### config.mk
export PLATFORM = sky130hd
export DESIGN_NAME = running_quaternion_average_top
export DESIGN_NICKNAME = d
export VERILOG_FILES = /design/src/rtl/core/rqa_pkg.sv /design/src/rtl/core/rqa_seq.sv /design/src/rtl/core/rqa_dp.sv /design/src/rtl/core/running_quaternion_average_top.sv
export SDC_FILE = /design/constraint.sdc
export NUM_CORES = 2
export LEC_CHECK = 0
export BUFFER_PORTS_ARGS = -buffer_cell sky130_fd_sc_hd__buf_2
export CORE_ASPECT_RATIO = 1.4
export CORE_MARGIN = 3
export CORE_UTILIZATION = 30
export CTS_BUF_LIST = sky130_fd_sc_hd__clkbuf_8
export CTS_CLUSTER_DIAMETER = 120
export DETAILED_ROUTE_END_ITERATION = 8
export MAX_ROUTING_LAYER = met4
export SETUP_SLACK_MARGIN = 0.15
export SLEW_MARGIN = 15
export SYNTH_ARGS = -nofsm -noshare
export SYNTH_HDL_FRONTEND = slang
export SYNTH_HIERARCHICAL = 1
export SYNTH_SLANG_ARGS = --single-unit
export TNS_END_PERCENT = 30
### constraint.sdc
create_clock -name clk_i -period 41.8 [get_ports clk_i]
set_input_delay 8.36 -clock clk_i [delete_from_list [all_inputs] [get_ports clk_i]]
set_output_delay 8.36 -clock clk_i [all_outputs]
set_load 0.01 [all_outputs]
### src/rtl/core/rqa_pkg.sv
// ----------------------------------------------------------------------------
// rqa_pkg: running quaternion average, shared definitions
// Widths, status codes, control word layout and the microprogram ROM.
// ----------------------------------------------------------------------------
package rqa_pkg;

  localparam int FracBits = 14;
  localparam int NewW     = 16;              // input component width
  localparam int CntW     = 11;              // sample count width
  localparam int SumW     = 27;              // kept sum width
  localparam int OpW      = SumW + 1;        // multiplier operand width
  localparam int ProdW    = 2 * OpW;         // product / accumulator width
  localparam int RootW    = ProdW / 2;       // square root width
  localparam int RemW     = RootW + 1;       // root and divide remainder width
  localparam int QW       = FracBits + 1;    // quotient width
  localparam int NumW     = SumW + QW;       // dividend width
  localparam int StatW    = 2;
  localparam int Lanes    = 4;
  localparam int LaneW    = 2;
  localparam int PcW      = 5;
  localparam int ImmW     = 5;
  localparam int SqrtIters = RootW - 1;      // loop count, one root bit a step
  localparam int DivIters  = QW - 1;         // loop count, one quotient bit a step

  localparam logic [QW-1:0] QLim = QW'(1 << FracBits);

  typedef logic [StatW-1:0] stat_t;
  localparam stat_t StOk  = 2'd0;
  localparam stat_t StCnt = 2'd1;
  localparam stat_t StSum = 2'd2;

  typedef logic [3:0] op_t;
  localparam op_t OpNop  = 4'd0;
  localparam op_t OpWait = 4'd1;   // wait for input transfer, latch item
  localparam op_t OpMulD = 4'd2;   // new * ref for one lane
  localparam op_t OpMulS = 4'd3;   // a * a for one lane
  localparam op_t OpUpd  = 4'd4;   // align sign, update sums
  localparam op_t OpMag  = 4'd5;   // magnitudes and signs of sums
  localparam op_t OpNorm = 4'd6;   // conditional left shift by imm
  localparam op_t OpSqI  = 4'd7;   // square root init
  localparam op_t OpSqS  = 4'd8;   // square root step
  localparam op_t OpDvI  = 4'd9;   // divide init
  localparam op_t OpDvS  = 4'd10;  // divide step
  localparam op_t OpOut  = 4'd11;  // load output register

  typedef logic [2:0] cond_t;
  localparam cond_t CondNone   = 3'd0;
  localparam cond_t CondAlways = 3'd1;
  localparam cond_t CondCnt0   = 3'd2;
  localparam cond_t CondSum0   = 3'd3;
  localparam cond_t CondLoop   = 3'd4;

  typedef struct packed {
    op_t              op;
    logic [LaneW-1:0] lane;
    logic             acc_add;
    logic             acc_clr;
    logic [ImmW-1:0]  imm;
    cond_t            cond;
    logic [PcW-1:0]   target;
    stat_t            stat;
  } cw_t;

  typedef struct packed {
    cw_t  cw;
    logic en;
  } ctrl_t;

  typedef struct packed {
    logic cnt_zero;
    logic sum_zero;
    logic out_free;
  } flags_t;

  // program addresses used as jump targets
  localparam logic [PcW-1:0] PcWait   = 5'd0;
  localparam logic [PcW-1:0] PcSqS    = 5'd19;
  localparam logic [PcW-1:0] PcDvS    = 5'd21;
  localparam logic [PcW-1:0] PcErrCnt = 5'd23;
  localparam logic [PcW-1:0] PcErrSum = 5'd24;

  function automatic cw_t mk(input op_t op, input logic [LaneW-1:0] lane,
                             input logic add, input logic clr,
                             input logic [ImmW-1:0] imm, input cond_t cond,
                             input logic [PcW-1:0] tgt, input stat_t st);
    cw_t c;
    c.op      = op;
    c.lane    = lane;
    c.acc_add = add;
    c.acc_clr = clr;
    c.imm     = imm;
    c.cond    = cond;
    c.target  = tgt;
    c.stat    = st;
    return c;
  endfunction

  function automatic cw_t ucode(input logic [PcW-1:0] pc);
    cw_t c;
    case (pc)
      5'd0:  c = mk(OpWait, '0, 1'b0, 1'b1, '0, CondNone, '0, StOk);
      5'd1:  c = mk(OpMulD, LaneW'(0), 1'b0, 1'b0, '0, CondNone, '0, StOk);
      5'd2:  c = mk(OpMulD, LaneW'(1), 1'b1, 1'b0, '0, CondNone, '0, StOk);
      5'd3:  c = mk(OpMulD, LaneW'(2), 1'b1, 1'b0, '0, CondNone, '0, StOk);
      5'd4:  c = mk(OpMulD, LaneW'(3), 1'b1, 1'b0, '0, CondNone, '0, StOk);
      5'd5:  c = mk(OpNop,  '0, 1'b1, 1'b0, '0, CondNone, '0, StOk);
      5'd6:  c = mk(OpUpd,  '0, 1'b0, 1'b0, '0, CondNone, '0, StOk);
      5'd7:  c = mk(OpMag,  '0, 1'b0, 1'b1, '0, CondCnt0, PcErrCnt, StOk);
      5'd8:  c = mk(OpNorm, '0, 1'b0, 1'b0, ImmW'(16), CondSum0, PcErrSum, StOk);
      5'd9:  c = mk(OpNorm, '0, 1'b0, 1'b0, ImmW'(8), CondNone, '0, StOk);
      5'd10: c = mk(OpNorm, '0, 1'b0, 1'b0, ImmW'(4), CondNone, '0, StOk);
      5'd11: c = mk(OpNorm, '0, 1'b0, 1'b0, ImmW'(2), CondNone, '0, StOk);
      5'd12: c = mk(OpNorm, '0, 1'b0, 1'b0, ImmW'(1), CondNone, '0, StOk);
      5'd13: c = mk(OpMulS, LaneW'(0), 1'b0, 1'b0, '0, CondNone, '0, StOk);
      5'd14: c = mk(OpMulS, LaneW'(1), 1'b1, 1'b0, '0, CondNone, '0, StOk);
      5'd15: c = mk(OpMulS, LaneW'(2), 1'b1, 1'b0, '0, CondNone, '0, StOk);
      5'd16: c = mk(OpMulS, LaneW'(3), 1'b1, 1'b0, '0, CondNone, '0, StOk);
      5'd17: c = mk(OpNop,  '0, 1'b1, 1'b0, '0, CondNone, '0, StOk);
      5'd18: c = mk(OpSqI,  '0, 1'b0, 1'b0, ImmW'(SqrtIters), CondNone, '0, StOk);
      5'd19: c = mk(OpSqS,  '0, 1'b0, 1'b0, '0, CondLoop, PcSqS, StOk);
      5'd20: c = mk(OpDvI,  '0, 1'b0, 1'b0, ImmW'(DivIters), CondNone, '0, StOk);
      5'd21: c = mk(OpDvS,  '0, 1'b0, 1'b0, '0, CondLoop, PcDvS, StOk);
      5'd22: c = mk(OpOut,  '0, 1'b0, 1'b0, '0, CondAlways, PcWait, StOk);
      5'd23: c = mk(OpOut,  '0, 1'b0, 1'b0, '0, CondAlways, PcWait, StCnt);
      5'd24: c = mk(OpOut,  '0, 1'b0, 1'b0, '0, CondAlways, PcWait, StSum);
      default: c = mk(OpNop, '0, 1'b0, 1'b0, '0, CondAlways, PcWait, StOk);
    endcase
    return c;
  endfunction

endpackage

### src/rtl/core/rqa_seq.sv
// ----------------------------------------------------------------------------
// rqa_seq: microprogram sequencer
// Step counter, loop counter and conditional jumps over the control ROM.
// ----------------------------------------------------------------------------
module rqa_seq (
  input  logic            clk_i,
  input  logic            rst_ni,
  input  logic            in_valid_i,
  input  rqa_pkg::flags_t flags_i,
  output rqa_pkg::ctrl_t  ctrl_o,
  output logic            in_ready_o
);

  logic [rqa_pkg::PcW-1:0]  pc_q, pc_d;
  logic [rqa_pkg::ImmW-1:0] iter_q, iter_d;
  rqa_pkg::cw_t             cw;
  logic                     hold;
  logic                     taken;
  logic                     en;

  assign cw = rqa_pkg::ucode(pc_q);

  always_comb begin
    case (cw.op)
      rqa_pkg::OpWait: hold = !in_valid_i;
      rqa_pkg::OpOut:  hold = !flags_i.out_free;
      default:         hold = 1'b0;
    endcase
  end

  assign en = !hold;

  always_comb begin
    case (cw.cond)
      rqa_pkg::CondAlways: taken = 1'b1;
      rqa_pkg::CondCnt0:   taken = flags_i.cnt_zero;
      rqa_pkg::CondSum0:   taken = flags_i.sum_zero;
      rqa_pkg::CondLoop:   taken = (iter_q != '0);
      default:             taken = 1'b0;
    endcase
  end

  always_comb begin
    pc_d   = pc_q;
    iter_d = iter_q;
    if (en) begin
      pc_d = taken ? cw.target : pc_q + 1'b1;
      if (cw.op == rqa_pkg::OpSqI || cw.op == rqa_pkg::OpDvI) begin
        iter_d = cw.imm;
      end else if (cw.cond == rqa_pkg::CondLoop && iter_q != '0) begin
        iter_d = iter_q - 1'b1;
      end
    end
  end

  always_ff @(posedge clk_i or negedge rst_ni) begin
    if (!rst_ni) begin
      pc_q   <= rqa_pkg::PcWait;
      iter_q <= '0;
    end else begin
      pc_q   <= pc_d;
      iter_q <= iter_d;
    end
  end

  assign ctrl_o.cw = cw;
  assign ctrl_o.en = en;
  assign in_ready_o = (cw.op == rqa_pkg::OpWait);

endmodule

### src/rtl/core/rqa_dp.sv
// ----------------------------------------------------------------------------
// rqa_dp: datapath
// Shared multiplier and accumulator, four sum lanes, normalizer, bit-serial
// square root, four bit-serial dividers and the output register.
// ----------------------------------------------------------------------------
module rqa_dp (
  input  logic                               clk_i,
  input  logic                               rst_ni,
  input  rqa_pkg::ctrl_t                     ctrl_i,
  output rqa_pkg::flags_t                    flags_o,
  input  logic signed [rqa_pkg::NewW-1:0]    new_w_i,
  input  logic signed [rqa_pkg::NewW-1:0]    new_x_i,
  input  logic signed [rqa_pkg::NewW-1:0]    new_y_i,
  input  logic signed [rqa_pkg::NewW-1:0]    new_z_i,
  input  logic signed [rqa_pkg::NewW-1:0]    ref_w_i,
  input  logic signed [rqa_pkg::NewW-1:0]    ref_x_i,
  input  logic signed [rqa_pkg::NewW-1:0]    ref_y_i,
  input  logic signed [rqa_pkg::NewW-1:0]    ref_z_i,
  input  logic        [rqa_pkg::CntW-1:0]    sample_count_i,
  input  logic                               restart_i,
  output logic                               out_valid_o,
  input  logic                               out_ready_i,
  output logic signed [rqa_pkg::NewW-1:0]    avg_w_o,
  output logic signed [rqa_pkg::NewW-1:0]    avg_x_o,
  output logic signed [rqa_pkg::NewW-1:0]    avg_y_o,
  output logic signed [rqa_pkg::NewW-1:0]    avg_z_o,
  output logic        [rqa_pkg::StatW-1:0]   status_o
);

  localparam int NewW  = rqa_pkg::NewW;
  localparam int SumW  = rqa_pkg::SumW;
  localparam int OpW   = rqa_pkg::OpW;
  localparam int ProdW = rqa_pkg::ProdW;
  localparam int RootW = rqa_pkg::RootW;
  localparam int RemW  = rqa_pkg::RemW;
  localparam int QW    = rqa_pkg::QW;
  localparam int NumW  = rqa_pkg::NumW;
  localparam int Lanes = rqa_pkg::Lanes;

  rqa_pkg::cw_t cw;
  logic         en;

  // latched item
  logic signed [NewW-1:0]         new_q [Lanes];
  logic signed [NewW-1:0]         ref_q [Lanes];
  logic [rqa_pkg::CntW-1:0]       cnt_q;
  logic                           rst_sum_q;

  // kept state
  logic signed [SumW-1:0]         sum_q [Lanes];

  // multiply-accumulate
  logic signed [OpW-1:0]          op_a, op_b;
  logic signed [ProdW-1:0]        prod, prod_q, acc_q;

  // normalized magnitudes
  logic [SumW-1:0]                a_q [Lanes];
  logic                           sgn_q [Lanes];
  logic [SumW-1:0]                or_a;
  logic [rqa_pkg::ImmW-1:0]       rsh;
  logic                           do_shift;

  // square root
  logic [ProdW-1:0]               nsh_q;
  logic [RemW-1:0]                rem_q;
  logic [RootW-1:0]               root_q;
  logic [RemW+1:0]                rem2, trial;
  logic                           sq_ge;

  // dividers
  logic [RemW-1:0]                dr_q [Lanes];
  logic [QW-1:0]                  dq_q [Lanes];
  logic [RemW:0]                  r2 [Lanes];
  logic [RemW:0]                  dd;
  logic                           dv_ge [Lanes];
  logic [NumW-1:0]                num [Lanes];

  // lane arithmetic
  logic signed [NewW:0]           qa [Lanes];
  logic signed [SumW:0]           t [Lanes];
  logic signed [SumW-1:0]         sum_n [Lanes];
  logic [SumW-1:0]                mag [Lanes];
  logic [QW-1:0]                  vc [Lanes];
  logic signed [NewW-1:0]         res [Lanes];
  logic                           dot_neg;

  // output register
  logic signed [NewW-1:0]         avg_q [Lanes];
  rqa_pkg::stat_t                 stat_q;
  logic                           oval_q;

  assign cw = ctrl_i.cw;
  assign en = ctrl_i.en;

  // shared multiplier
  always_comb begin
    if (cw.op == rqa_pkg::OpMulS) begin
      op_a = signed'({1'b0, a_q[cw.lane]});
      op_b = signed'({1'b0, a_q[cw.lane]});
    end else begin
      op_a = OpW'(new_q[cw.lane]);
      op_b = OpW'(ref_q[cw.lane]);
    end
  end

  assign prod    = op_a * op_b;
  assign dot_neg = acc_q[ProdW-1];

  always_comb begin
    or_a = '0;
    for (int i = 0; i < Lanes; i++) begin
      or_a = or_a | a_q[i];
    end
  end

  // shift by imm only while the largest magnitude stays below the top bit
  assign rsh      = rqa_pkg::ImmW'(SumW - 1) - cw.imm;
  assign do_shift = ((or_a >> rsh) == '0);

  assign rem2  = {rem_q, nsh_q[ProdW-1 -: 2]};
  assign trial = (RemW + 2)'({root_q, 2'b01});
  assign sq_ge = (rem2 >= trial);
  assign dd    = (RemW + 1)'({root_q, 1'b0});

  always_comb begin
    for (int i = 0; i < Lanes; i++) begin
      qa[i]    = dot_neg ? -(NewW + 1)'(new_q[i]) : (NewW + 1)'(new_q[i]);
      t[i]     = (rst_sum_q ? '0 : (SumW + 1)'(sum_q[i])) + (SumW + 1)'(qa[i]);
      if (t[i][SumW] != t[i][SumW-1]) begin
        sum_n[i] = t[i][SumW] ? {1'b1, {(SumW-1){1'b0}}} : {1'b0, {(SumW-1){1'b1}}};
      end else begin
        sum_n[i] = t[i][SumW-1:0];
      end
      mag[i]   = sum_q[i][SumW-1] ? SumW'(-sum_q[i]) : SumW'(sum_q[i]);
      num[i]   = {a_q[i], {QW{1'b0}}} + NumW'(root_q);
      r2[i]    = {dr_q[i], dq_q[i][QW-1]};
      dv_ge[i] = (r2[i] >= dd);
      vc[i]    = (dq_q[i] > rqa_pkg::QLim) ? rqa_pkg::QLim : dq_q[i];
      res[i]   = sgn_q[i] ? -NewW'(vc[i]) : NewW'(vc[i]);
    end
  end

  // item latch and working registers
  always_ff @(posedge clk_i) begin
    if (en) begin
      case (cw.op)
        rqa_pkg::OpWait: begin
          new_q[0]  <= new_w_i;
          new_q[1]  <= new_x_i;
          new_q[2]  <= new_y_i;
          new_q[3]  <= new_z_i;
          ref_q[0]  <= ref_w_i;
          ref_q[1]  <= ref_x_i;
          ref_q[2]  <= ref_y_i;
          ref_q[3]  <= ref_z_i;
          cnt_q     <= sample_count_i;
          rst_sum_q <= restart_i;
        end
        rqa_pkg::OpMulD, rqa_pkg::OpMulS: begin
          prod_q <= prod;
        end
        rqa_pkg::OpMag: begin
          for (int i = 0; i < Lanes; i++) begin
            a_q[i]   <= mag[i];
            sgn_q[i] <= sum_q[i][SumW-1];
          end
        end
        rqa_pkg::OpNorm: begin
          if (do_shift) begin
            for (int i = 0; i < Lanes; i++) begin
              a_q[i] <= a_q[i] << cw.imm;
            end
          end
        end
        rqa_pkg::OpSqI: begin
          nsh_q  <= acc_q;
          rem_q  <= '0;
          root_q <= '0;
        end
        rqa_pkg::OpSqS: begin
          nsh_q <= nsh_q << 2;
          if (sq_ge) begin
            rem_q  <= RemW'(rem2 - trial);
            root_q <= {root_q[RootW-2:0], 1'b1};
          end else begin
            rem_q  <= RemW'(rem2);
            root_q <= {root_q[RootW-2:0], 1'b0};
          end
        end
        rqa_pkg::OpDvI: begin
          for (int i = 0; i < Lanes; i++) begin
            dr_q[i] <= RemW'(num[i][NumW-1:QW]);
            dq_q[i] <= num[i][QW-1:0];
          end
        end
        rqa_pkg::OpDvS: begin
          for (int i = 0; i < Lanes; i++) begin
            dr_q[i] <= dv_ge[i] ? RemW'(r2[i] - dd) : RemW'(r2[i]);
            dq_q[i] <= {dq_q[i][QW-2:0], dv_ge[i]};
          end
        end
        default: ;
      endcase
      if (cw.acc_clr) begin
        acc_q <= '0;
      end else if (cw.acc_add) begin
        acc_q <= acc_q + prod_q;
      end
    end
  end

  // kept sums
  always_ff @(posedge clk_i or negedge rst_ni) begin
    if (!rst_ni) begin
      for (int i = 0; i < Lanes; i++) begin
        sum_q[i] <= '0;
      end
    end else if (en && cw.op == rqa_pkg::OpUpd) begin
      for (int i = 0; i < Lanes; i++) begin
        sum_q[i] <= sum_n[i];
      end
    end
  end

  // output register
  always_ff @(posedge clk_i or negedge rst_ni) begin
    if (!rst_ni) begin
      oval_q <= 1'b0;
    end else if (en && cw.op == rqa_pkg::OpOut) begin
      oval_q <= 1'b1;
    end else if (out_ready_i) begin
      oval_q <= 1'b0;
    end
  end

  always_ff @(posedge clk_i) begin
    if (en && cw.op == rqa_pkg::OpOut) begin
      stat_q <= cw.stat;
      for (int i = 0; i < Lanes; i++) begin
        avg_q[i] <= (cw.stat == rqa_pkg::StOk) ? res[i] : '0;
      end
    end
  end

  assign flags_o.cnt_zero = (cnt_q == '0);
  assign flags_o.sum_zero = (or_a == '0);
  assign flags_o.out_free = !oval_q || out_ready_i;

  assign out_valid_o = oval_q;
  assign avg_w_o     = avg_q[0];
  assign avg_x_o     = avg_q[1];
  assign avg_y_o     = avg_q[2];
  assign avg_z_o     = avg_q[3];
  assign status_o    = stat_q;

endmodule

### src/rtl/core/running_quaternion_average_top.sv
// ----------------------------------------------------------------------------
// running_quaternion_average_top: running quaternion average
// Sign-aligns each new quaternion against a reference, adds it into four
// saturating Q12.14 sums and returns the sum scaled to unit length.
//
//   channel  direction  handshake                 payload
//   in       input      in_valid_i / in_ready_o   new_*, ref_*, sample_count, restart
//   out      output     out_valid_o / out_ready_i avg_*, status
//
// One item is worked on at a time by a microcoded sequencer. The next
// transfer can happen only once the item is finished; the 28-step square
// root loop and the 15-step divide loop make up most of that work.
// A zero count or a zero sum ends the item early with an error status.
// Reset clears the sums, the step counter and the output valid.
// A waiting result stalls only the final step; the next item is taken while
// the result register is still full.
// ----------------------------------------------------------------------------
module running_quaternion_average_top (
  input  logic                               clk_i,
  input  logic                               rst_ni,
  input  logic                               in_valid_i,
  output logic                               in_ready_o,
  input  logic signed [rqa_pkg::NewW-1:0]    new_w_i,
  input  logic signed [rqa_pkg::NewW-1:0]    new_x_i,
  input  logic signed [rqa_pkg::NewW-1:0]    new_y_i,
  input  logic signed [rqa_pkg::NewW-1:0]    new_z_i,
  input  logic signed [rqa_pkg::NewW-1:0]    ref_w_i,
  input  logic signed [rqa_pkg::NewW-1:0]    ref_x_i,
  input  logic signed [rqa_pkg::NewW-1:0]    ref_y_i,
  input  logic signed [rqa_pkg::NewW-1:0]    ref_z_i,
  input  logic        [rqa_pkg::CntW-1:0]    sample_count_i,
  input  logic                               restart_i,
  output logic                               out_valid_o,
  input  logic                               out_ready_i,
  output logic signed [rqa_pkg::NewW-1:0]    avg_w_o,
  output logic signed [rqa_pkg::NewW-1:0]    avg_x_o,
  output logic signed [rqa_pkg::NewW-1:0]    avg_y_o,
  output logic signed [rqa_pkg::NewW-1:0]    avg_z_o,
  output logic        [rqa_pkg::StatW-1:0]   status_o
);

  rqa_pkg::ctrl_t  ctrl;
  rqa_pkg::flags_t flags;

  // sequencer: ROM walk, loop counts, jumps on count/sum zero
  rqa_seq u_seq (
    .clk_i      (clk_i),
    .rst_ni     (rst_ni),
    .in_valid_i (in_valid_i),
    .flags_i    (flags),
    .ctrl_o     (ctrl),
    .in_ready_o (in_ready_o)
  );

  // datapath: sums, multiplier, root, dividers, result register
  rqa_dp u_dp (
    .clk_i          (clk_i),
    .rst_ni         (rst_ni),
    .ctrl_i         (ctrl),
    .flags_o        (flags),
    .new_w_i        (new_w_i),
    .new_x_i        (new_x_i),
    .new_y_i        (new_y_i),
    .new_z_i        (new_z_i),
    .ref_w_i        (ref_w_i),
    .ref_x_i        (ref_x_i),
    .ref_y_i        (ref_y_i),
    .ref_z_i        (ref_z_i),
    .sample_count_i (sample_count_i),
    .restart_i      (restart_i),
    .out_valid_o    (out_valid_o),
    .out_ready_i    (out_ready_i),
    .avg_w_o        (avg_w_o),
    .avg_x_o        (avg_x_o),
    .avg_y_o        (avg_y_o),
    .avg_z_o        (avg_z_o),
    .status_o       (status_o)
  );

`ifndef SYNTHESIS
  // one item at a time: an input transfer closes the input side
  a_one_item : assert property (@(posedge clk_i) disable iff (!rst_ni)
    in_valid_i && in_ready_o |=> !in_ready_o)
    else $error("input accepted while an item is in flight");

  // error results carry zero components
  a_err_zero : assert property (@(posedge clk_i) disable iff (!rst_ni)
    out_valid_o && status_o != rqa_pkg::StOk |->
      avg_w_o == '0 && avg_x_o == '0 && avg_y_o == '0 && avg_z_o == '0)
    else $error("error status with nonzero components");

  // only defined status codes leave the block
  a_stat_code : assert property (@(posedge clk_i) disable iff (!rst_ni)
    out_valid_o |-> status_o == rqa_pkg::StOk || status_o == rqa_pkg::StCnt ||
                    status_o == rqa_pkg::StSum)
    else $error("undefined status code");
`endif

endmodule
---- After elaboration in Yosys (flattened, before gate mapping) ----
Memories as Yosys holds them, arrays and structs flattened.
Index checks and enable logic that the tools add are counted.
storage, ports and cells
  bits in read-only memories .............. 736
  RAM bits ................................ 480
  memories kept ........................... 8
  input port bits ......................... 144
  output and inout bits ................... 68
  logic and storage cells ................. 207
  bits in registers ....................... 358
cells by class
  add/subtract/negate cells ............... 29
  shift operators ......................... 5
  eq/ne operators ......................... 19
  bitwise gates (word level) .............. 16
  multipliers ............................. 1
  reductions and logical operators ........ 24
  multiplexer cells ....................... 81
  $lt $le $gt $ge ......................... 9
memories
  memory           depth  bits a word  read ports  clocked after Yosys merged registers in  wr ports  RTL line        RTL
  (no name shown)  32     23           1           0                                        0         rqa_pkg.sv:100  case (pc)
  u_dp.dr_q        4      29           4           0                                        4         rqa_dp.sv:71    logic [RemW-1:0] dr_q [Lanes];
  u_dp.a_q         4      27           5           0                                        4         rqa_dp.sv:57    logic [SumW-1:0] a_q [Lanes];
  u_dp.avg_q       4      16           4           0                                        4         rqa_dp.sv:88    logic signed [NewW-1:0] avg_q [Lanes];
  u_dp.new_q       4      16           5           0                                        4         rqa_dp.sv:44    logic signed [NewW-1:0] new_q [Lanes];
  u_dp.ref_q       4      16           1           0                                        4         rqa_dp.sv:45    logic signed [NewW-1:0] ref_q [Lanes];
  2 more memories  n/a    n/a          n/a         n/a                                      n/a       n/a
operators by type and width
  kind                    number
  $mux W27                16
  $mux W29                9
  $add A42 B28 Y42        4
  $mux W28                6
  $sub A29 B29 Y29        5
  $mux W16                8
  $ge A30 B29 Y1          4
  $mux W15                8
  $add A28 B28 Y28        4
  $pmux W56 S2            1
  $neg A27 Y27            4
  $shl A27 B5 Y27         4
  $or A27 B27 Y27         3
  $mux W17                4
  $neg A16 Y17            4
  $neg A15 Y16            4
  $gt A15 B15 Y1 const B  4
  $pmux W29 S2            1
  $add A56 B56 Y56        1
  $mul A28 B28 Y56        1
  $mux W56                1
  $pmux W28 S2            1
  $logic_not A27 Y1       2
  $ge A31 B30 Y1          1
  other kinds (27)        84

---- Depth between registers and ports, before layout ----
An unclocked memory read counts as a cell.
  word-level depth ........................ 11
  depth in mapped cells ................... 45
  depth with buffers taken out ............ 41

---- Cells and area by module ----
Netlist, hierarchy kept.
by module, submodules not included
  module   area each (µm²)  sequential area each (µm²)  cells each  instances
  rqa_dp   89375.7          24318.3                     9758        1
  rqa_seq  1386.3           250.2                       171         1

---- Worst setup path after synthesis ----
OpenSTA, ideal clock, no wires.
  kind .................................... input port to flip-flop
  start ................................... input out_ready_i
  end ..................................... memory u_dp/dq_q[0][0] (netlist name), enable pin
  path buffers ............................ 3
  data arrival time ....................... 21687 ps
  cell stages on the path ................. 7
  required time ........................... 40837 ps
  setup time .............................. 963 ps
  slack ................................... 19150 ps
  cell sequence ........................... nand2b_1 nor3b_1 o211ai_2 buf_6 buf_6 buf_4 nor3b_1
RTL lines
  element          RTL line                              RTL
  start, declared  running_quaternion_average_top.sv:34  input logic out_ready_i,
  end, declared    rqa_dp.sv:72                          logic [QW-1:0] dq_q [Lanes];

==> results_dict.tcl <==
set metrics [dict create \
    run_status "complete, no violations" \
    routabilityCongestion 0.9931 \
    max_slew_margin 0.1023 \
    firstDrtPassIters 6 \
    setup_viol 0 \
    synth.net_count 11475 \
    initialDrtViolationCount 5918 \
    grt-ovfl-total 0 \
    arrival_ns 13.92 \
    grt_pass1_wl_um 467500 \
    rsz0062_at_grt "false" \
    syn_inst 9927 \
    fill_cells 31281 \
    drv_cap 0 \
    cp-start-kind "register" \
    vias 74163 \
    ctsHoldBuffers 0 \
    worst_pin_slew_ns 1.347 \
    die_area_um2 309200 \
    finalMaxSlewViolations 0 \
    max_stage_delay_ns 0.72 \
    yosys_warnings 6 \
    critPathRequiredTime_ns 42.47 \
    cts.clk_slew.worst_paths_ns 0.06 \
    drive_gt1_frac 0.08339 \
    hold_viol_final 0 \
    dieHeight_um 656.8 \
    grt_max_degree 177 \
    cts_buffer_depth 4 \
    dieWidth_um 470.8 \
    fin_nets 11530 \
    drt_drc_violations_left 0 \
    worst-path-max-fanout 45 \
    clock_sinks 838 \
    postCtsSetupBuffers 0 \
    initial_utilization 0.3017 \
    viasPerCell 5.273 \
    root_buffer "clkbuf_8" \
    hp-class "register to register" \
    routed_wl_um 312100 \
    period_share 0.3170 \
    fmax_mhz 75.46 \
    skew_ns 0.1417 \
    row_count 238 \
    core_um2 300800 \
    cts.repair.resized 0 \
    htree_levels 4 \
    syn_area_um2 90750 \
    multi_input_area_um2 60730 \
    clkLatencyLatePin_ns 0.96 \
    seq_area_um2 24570 \
    ant_nets 0 \
    port_buffers 211 \
    antenna_found_initial 12 \
    wl_per_cell_um 22.19 \
    io_pins 212 \
    timing.final.crit_period_ns 13.25 \
    rrSetupSlack_ns 28.55 \
    first_global_vias 74490 \
    place_hpwl_um 238300 \
    worstSetupPathType "register to register" \
    area_growth_pct 9.627 \
    cts_buffers 162 \
    fin_tns_setup_ns 0 \
    cpMaxStageDelayCell "nand2_1" \
    crit_top_cell "fa_1" \
    postSynthAreaPerCell_um2 9.142 \
    cts_tree "built" \
    track_usage 0.2032 \
    crit_path_end_kind "register" \
]
registers in the layout, summed over array words and instances, names as in the netlist:
register / cells
u_dp/prod_q: 56
u_dp/acc_q: 56
u_dp/new_q: 64
u_dp/dr_q: 116
u_dp/nsh_q: 56
u_seq/iter_q: 5
u_dp/status_o: 2
u_dp/sgn_q: 4
u_dp/cnt_q: 11
u_seq/pc_q: 5
u_dp/root_q: 28
u_dp/a_q: 108
u_dp/sum_q: 108
u_dp/ref_q: 64
u_dp/out_valid_o: 1
u_dp/rem_q: 29
u_dp/avg_q: 64
u_dp/rst_sum_q: 1
u_dp/dq_q: 60
layout make-up:
class	count	share of cell area
antenna	9	0.0002264
multi-input combinational	7582	0.6104
tap	3960	0.04980
clock inverter	110	0.007885
sequential	838	0.2469
clock buffer	169	0.02338
timing repair buffer	357	0.02207
inverter	1041	0.03927
worst max-delay path: cells and delay by family (launching register included):
kind | cells | cell delay [ns]
adder cells (fa/ha/maj) | 10 | 4.55
flip-flops | 1 | 0.48
AND/OR/NAND/NOR | 6 | 1.93
XOR/XNOR | 1 | 0.09
buffers and inverters | 9 | 2.67
AO/OA/AOI/OAI | 11 | 2.76
multiplexers | 1 | 0.41
worst paths after layout:
path | from | end | depth (start not counted)
setup / recovery | u_seq/pc_q[0] | u_dp/prod_q[54] | 38
hold reg to reg | u_dp/nsh_q[44] | u_dp/nsh_q[46] | 2
max in group asynchronous | rst_ni | u_dp/sum_q[11] | 2
setup reg to reg | u_seq/pc_q[0] | u_dp/prod_q[54] | 38
min in group asynchronous | rst_ni | u_dp/sum_q[84] | 1
hold / removal | u_dp/nsh_q[44] | u_dp/nsh_q[46] | 2
layout by cell type, fill, tap and decap left out, drive strengths merged, types with 194 or more instances in the layout:
cell type / instances
inv: 1076
nor2: 968
a21oi: 598
xnor2: 355
a21o: 194
xor2: 238
ha: 567
fa: 837
nand2: 1325
buf: 357
o21ai: 538
edfxtp: 719
through the flow:
| step | setup slack, ns | hold slack [ns] | util | cells | instance area, um^2 |
|---|---|---|---|---|---|
| detailed placement | 28.72 | 0.4968 | 0.3204 | 13778 | 96360 |
| global placement | 28.85 | 0.4878 | 0.3204 | 13778 | 96350 |
| global route | 27.89 | 0.4669 | 0.3308 | 14064 | 99490 |
| CTS | 28.72 | 0.4401 | 0.3307 | 14057 | 99470 |
| finish | 28.55 | 0.4520 | 0.3308 | 14066 | 99490 |
| floorplan | 19.15 | 0.4231 | - | 9927 | 90750 |
metal layers:
layer  global-route usage  part of all wire  vias up  wire [um]
li1                     -                 -    34041          -
met1               0.2309              0.38    36328     120000
met2               0.3338              0.47     2808     147800
met3              0.03346             0.064      986      20080
met4               0.1277             0.077        0      24160
met5                    -                 0        -          0
Power is left out: the tool's default activity adds up to more than one toggle a clock period on the data nets, which glitch-free logic cannot reach.
